$ cat src/rtl/bci_pkg.sv
package bci_pkg;

    // Number of data octets in one full block before a CRC pair is inserted.
    localparam int BLOCK_BYTES = 16;

    // Width of the block octet counter; it holds values up to BLOCK_BYTES.
    localparam int CNT_W = $clog2(BLOCK_BYTES + 1);

    // Reflected form of the CRC-16 polynomial 0x3D65.
    localparam logic [15:0] CRC_REV_POLY = 16'hA6BC;

    // Output sequencer: which CRC octet, if any, still waits to be sent.
    typedef enum logic [2:0] {
        PEND_NONE = 3'b001,
        PEND_LOW  = 3'b010,
        PEND_HIGH = 3'b100
    } pend_state_t;

    // Folds one octet into the running CRC, least significant bit first.
    function automatic logic [15:0] crc_add_octet(input logic [15:0] crc,
                                                  input logic [7:0]  octet);
        logic [15:0] c;
        logic        fb;
        c = crc;
        for (int i = 0; i < 8; i++) begin
            fb = c[0] ^ octet[i];
            c  = {1'b0, c[15:1]};
            if (fb) begin
                c = c ^ CRC_REV_POLY;
            end
        end
        return c;
    endfunction

endpackage

$ cat src/rtl/block_crc16_inserter_top.sv
// Block CRC-16 inserter for link-layer user data.
//
// The input channel (in_valid, in_ready, data_byte, end_of_message) takes one
// user data octet per item. The output channel (out_valid, out_ready, out_byte,
// is_crc, last_out) passes every data octet through and, after every 16th octet
// of a block or after the octet that ends the message, appends the inverted
// CRC-16 of the block, low octet first. last_out marks the CRC high octet that
// closes the message.
//
// An input item is held in an input register and then moved into the output
// register, so a data octet passes through both registers before the receiver
// can take it. Items that only pass through flow at one per cycle while out_ready
// stays high and no CRC octets wait. An item that closes a block occupies the
// output register for its data octet, then the CRC low and CRC high octets; the
// sustained rate is set by that output register, which sends one octet per cycle
// while the receiver keeps out_ready high.
//
// Reset clears the CRC accumulator, the block count and all valid flags. When
// the receiver holds out_ready low, the output octet stays put, the input
// register fills and then in_ready falls until the output moves again.
module block_crc16_inserter_top
    import bci_pkg::*;
(
    input  logic       clk,
    input  logic       rst_n,
    input  logic       in_valid,
    output logic       in_ready,
    input  logic [7:0] data_byte,
    input  logic       end_of_message,
    output logic       out_valid,
    input  logic       out_ready,
    output logic [7:0] out_byte,
    output logic       is_crc,
    output logic       last_out
);

    // Input register.
    logic             in_valid_reg;
    logic [7:0]       in_byte_reg;
    logic             in_eom_reg;

    // Running block state.
    logic [15:0]      crc_reg;
    logic [15:0]      crc_next;
    logic [CNT_W-1:0] count_reg;
    logic [CNT_W-1:0] count_next;

    // Output register and the CRC octets that still wait behind it.
    logic             out_valid_reg;
    logic [7:0]       out_byte_reg;
    logic             out_crc_reg;
    logic             out_last_reg;
    pend_state_t      pend_reg;
    pend_state_t      pend_next;
    logic [15:0]      pend_crc_reg;
    logic             pend_last_reg;

    logic             slot_free;
    logic             in_take;
    logic [15:0]      crc_upd;
    logic [CNT_W-1:0] count_inc;
    logic             close_block;

    // The output register can be loaded when it is empty or is being emptied.
    assign slot_free = !out_valid_reg || out_ready;

    // A data octet moves on only when no CRC octet is still queued.
    assign in_take  = slot_free && in_valid_reg && (pend_reg == PEND_NONE);
    assign in_ready = !in_valid_reg || in_take;

    assign crc_upd     = crc_add_octet(crc_reg, in_byte_reg);
    assign count_inc   = count_reg + 1'b1;
    assign close_block = in_eom_reg || (count_inc >= CNT_W'(BLOCK_BYTES));

    always_comb
    begin
        crc_next   = crc_reg;
        count_next = count_reg;
        if (in_take) begin
            crc_next   = close_block ? 16'h0000 : crc_upd;
            count_next = close_block ? '0 : count_inc;
        end
    end

    always_comb
    begin
        pend_next = pend_reg;
        if (slot_free) begin
            case (pend_reg)
                PEND_LOW:  pend_next = PEND_HIGH;
                PEND_HIGH: pend_next = PEND_NONE;
                PEND_NONE: pend_next = (in_take && close_block) ? PEND_LOW : PEND_NONE;
                default:   pend_next = PEND_NONE;
            endcase
        end
    end

    // Control state.
    always_ff @(posedge clk or negedge rst_n)
    begin
        if (!rst_n) begin
            in_valid_reg  <= 1'b0;
            out_valid_reg <= 1'b0;
            pend_reg      <= PEND_NONE;
            crc_reg       <= 16'h0000;
            count_reg     <= '0;
        end else begin
            if (in_ready) begin
                in_valid_reg <= in_valid;
            end
            if (slot_free) begin
                out_valid_reg <= (pend_reg != PEND_NONE) || in_take;
            end
            pend_reg  <= pend_next;
            crc_reg   <= crc_next;
            count_reg <= count_next;
        end
    end

    // Payload registers.
    always_ff @(posedge clk)
    begin
        if (in_ready && in_valid) begin
            in_byte_reg <= data_byte;
            in_eom_reg  <= end_of_message;
        end
        if (slot_free) begin
            if (pend_reg == PEND_LOW) begin
                out_byte_reg <= pend_crc_reg[7:0];
                out_crc_reg  <= 1'b1;
                out_last_reg <= 1'b0;
            end else if (pend_reg == PEND_HIGH) begin
                out_byte_reg <= pend_crc_reg[15:8];
                out_crc_reg  <= 1'b1;
                out_last_reg <= pend_last_reg;
            end else if (in_take) begin
                out_byte_reg <= in_byte_reg;
                out_crc_reg  <= 1'b0;
                out_last_reg <= 1'b0;
            end
        end
        if (in_take && close_block) begin
            pend_crc_reg  <= ~crc_upd;
            pend_last_reg <= in_eom_reg;
        end
    end

    assign out_valid = out_valid_reg;
    assign out_byte  = out_byte_reg;
    assign is_crc    = out_crc_reg;
    assign last_out  = out_last_reg;

endmodule

$ cat config.mk
export PLATFORM = sky130hd
export DESIGN_NAME = block_crc16_inserter_top
export DESIGN_NICKNAME = d
export VERILOG_FILES = /design/src/rtl/bci_pkg.sv /design/src/rtl/block_crc16_inserter_top.sv
export SDC_FILE = /design/constraint.sdc
export NUM_CORES = 1
export LEC_CHECK = 0
export ABC_AREA = 1
export BUFFER_PORTS_ARGS = -buffer_cell sky130_fd_sc_hd__buf_2
export CAP_MARGIN = 20
export CORE_ASPECT_RATIO = 2
export CORE_UTILIZATION = 60
export DETAILED_ROUTE_END_ITERATION = 7
export PLACE_DENSITY = 0.88
export RECOVER_POWER = 50
export SETUP_SLACK_MARGIN = 0.1
export SLEW_MARGIN = 20
export SYNTH_ARGS = -nofsm -noshare
export SYNTH_HDL_FRONTEND = slang
export SYNTH_SLANG_ARGS = --single-unit
$ cat constraint.sdc
create_clock -name clk -period 2.85 [get_ports clk]
set_input_delay 0.57 -clock clk [delete_from_list [all_inputs] [get_ports clk]]
set_output_delay 0.57 -clock clk [all_outputs]
set_load 0.02 [all_outputs]
==> results.json <==
{
  "status": "complete, no violations",
  "antenna_found_initial": 0,
  "critPathArrivalTime_ns": 2.57,
  "synthSimpleGateAreaFrac_pct": 28.7,
  "viasPerCell": 5.56,
  "end_kind": "flop",
  "synth.net_count": 381,
  "coreArea_um2": 5420,
  "synth_top_family_by_area": "simple AND/OR/NAND/NOR gates",
  "finalSetupViolCount": 0,
  "pwr-share-seq_pct": 30.6,
  "synth-seq-area-share_pct": 50.9,
  "synth_cells": 367,
  "insertion_delay_ns": 0.36,
  "critPathMaxStageDelay_ns": 0.57,
  "detail-route-antenna-nets": 0,
  "grt_pass1_wl_mm": 12.0,
  "cts_max_path_buffers": 2,
  "fin_skew_ns": 0.00981,
  "relSlewSlack_pct": 3.78,
  "start_util_pct": 62.8,
  "place_hpwl_mm": 5.68,
  "track_usage_pct": 27.3,
  "ir_drop_mv": 0.814,
  "grt_start_max_net_pins": 27,
  "final_cells": 468,
  "path_cells": "inv_1 > nor3_1 > nand2_1 > nor2_1 > buf_4 > inv_2 > nor2_2 > inv_1 > o22ai_1",
  "gr-total-overflow": 0,
  "p_leak_uw": 0.00173,
  "p_per_area_nw_per_um2": 1260,
  "avgSynthCellArea_um2": 9.28,
  "worst_path_dominant_cell_family": "simple AND/OR/NAND/NOR gates",
  "cp_max_fo": 13,
  "areaGrowthSynthToFinish_pct": 9.96,
  "synth.distinct_cells": 36,
  "drtIter0Drc": 108,
  "portBuffers": 24,
  "fill_cells": 398,
  "synth-seq-cells": 62,
  "fin_total_pwr_uw": 4710,
  "final_cell_mix": "nand2_1, edfxtp_1, inv_1, nand3_1, dfrtp_1",
  "crit_top_cell": "inv_1",
  "fmax_mhz": 433,
  "final_common_cell": "nand2_1",
  "num-nets-final": 417,
  "p_switching_uw": 2180,
  "p_int_uw": 2530,
  "cts_hold_buffers": 0,
  "numCtsBuffers": 9,
  "crit_required_ns": 3.12,
  "synth_xor_area_share_pct": 7.72,
  "diodes": 0,
  "wire_per_inst_um": 15.8,
  "gp_congestion": 0.896,
  "synth.area.mux_share_pct": 0,
  "fp.dieW_um": 55.3,
  "criticalPathCategory": "reg2reg",
  "cts_num_sinks": 62,
  "drive_above_1_share_pct": 22.1,
  "clkPwrFrac_pct": 15.1,
  "vias": 2604,
  "row_count": 38,
  "worstMarginPinSlew_ns": 1.44,
  "drc_errors": 0,
  "cts_resized": 0,
  "synth-compound-area-share_pct": 5.73,
  "cp-start-kind": "flop",
  "critPathBufInv": 4,
  "tritoncts": "built",
  "ios": 25,
  "min_period_ns": 2.31,
  "period_share_pct": 81.0,
  "slew_violations": 0,
  "hold_path_class": "in2reg",
  "p_comb_share_pct": 54.3,
  "sw_frac_of_total_pct": 46.3,
  "fp.dieH_um": 109,
  "maxCapViolCount": 0,
  "rsz0062_at_grt": "no",
  "first_pass_iters": 6,
  "slowest_stage": "dfstp_1",
  "hold_viol_final": 0,
  "synth_fa_ha_area_share_pct": 0.368,
  "dp_cells": 452,
  "first_global_vias": 2649,
  "post_cts_buffers": 0,
  "clockRootBuffer": "clkbuf_8",
  "htreeDepth": 3,
  "wl_mm": 7.42,
  "synthesis.area_um2": 3400,
  "finalSetupTns_ns": 0,
  "yosys_warnings": 0,
  "clkTransAtPathRegs_ns": 0.07,
  "die-area_um2": 6000
}
stage by stage:
stage | hold WS [ns] | utilization (%) | setup slack [ns] | instance area (um2)
floorplan | 0.274 | - | 0.688 | 3400
global placement | 0.464 | 66.5 | 0.591 | 3600
detailed placement | 0.466 | 66.5 | 0.499 | 3600
CTS | 0.236 | 69.8 | 0.700 | 3780
global route | 0.382 | 69.1 | 0.362 | 3740
finish | 0.385 | 69.1 | 0.542 | 3740
final timing paths:
check	startpoint	endpoint	slack (ns)	cells after the start
worst max-delay path	pend_reg[0]	crc_reg[6]	0.54	9
worst min-delay path	data_byte[1]	in_byte_reg[1]	0.38	1
worst max register to register	pend_reg[0]	crc_reg[6]	0.54	9
worst min register to register	in_eom_reg	pend_last_reg	0.48	0
max in group asynchronous	rst_n	crc_reg[11]	1.46	1
min in group asynchronous	rst_n	count_reg[3]	0.54	1
cell type report:
class                           count  area, um2  share of cell area [%]
Sequential cell                    62       1730                    46.3
Multi-Input combinational cell    251       1440                    38.4
Inverter                           50        190                    5.08
Clock buffer                       13        159                    4.24
Timing Repair Buffer               29        130                    3.48
Tap cell                           60       75.1                    2.01
Clock inverter                      3       20.0                   0.535
Yosys cell counts, drive strengths merged:
| cell | count | area (um2) |
|---|---|---|
| nand3 | 29 | 165 |
| a21oi | 6 | 30.0 |
| xnor2 | 5 | 70.1 |
| nand2 | 150 | 713 |
| o22ai | 6 | 37.5 |
| dfstp | 1 | 26.3 |
| or2 | 1 | 6.26 |
| nand4 | 2 | 12.5 |
| inv | 50 | 190 |
| clkbuf | 2 | 7.51 |
| edfxtp | 36 | 1080 |
| ha | 1 | 12.5 |
| dfrtp | 25 | 626 |
| o21a | 1 | 7.51 |
| o21ai | 12 | 75.1 |
| nand3b | 1 | 7.51 |
| buf | 2 | 25.0 |
| nor3 | 5 | 40.0 |
| o211ai | 6 | 45.0 |
| xor2 | 19 | 193 |
| and3 | 1 | 6.26 |
| nor2 | 6 | 27.5 |
worst reg2reg max path, cell delays in order, from the launching register on:
cell	delay, ns
dfstp_1	0.57
inv_1	0.07
nor3_1	0.23
nand2_1	0.14
nor2_1	0.14
buf_4	0.20
inv_2	0.14
nor2_2	0.22
inv_1	0.29
o22ai_1	0.23
cell families after synthesis:
logic type	after synthesis
AO/OA/AOI/OAI	31
XOR/XNOR	24
adder cells (fa/ha/maj)	1
buffers and inverters	54
flip-flops	62
AND/OR/NAND/NOR	195
routing by layer:
layer	track usage, %	wire [um]	share of wire (%)	up-vias
met1	26.7	2550	34	1198
met3	5.98	404	5.4	50
met4	23.9	615	8.3	0
met5	0	0	0	-
li1	-	-	-	1250
met2	47.7	3850	52	106
power by group through the flow:
stage / clock network (uW) / registers (uW) / logic (uW)
after global placement: 0 / 1450 / 2460
after CTS: 714 / 1440 / 2560
after detailed placement: 0 / 1460 / 2530
after floorplan: 0 / 1450 / 2080
final: 709 / 1440 / 2560
after global routing: 752 / 1460 / 2820
Note: power is estimated with default switching activity, not from simulation.
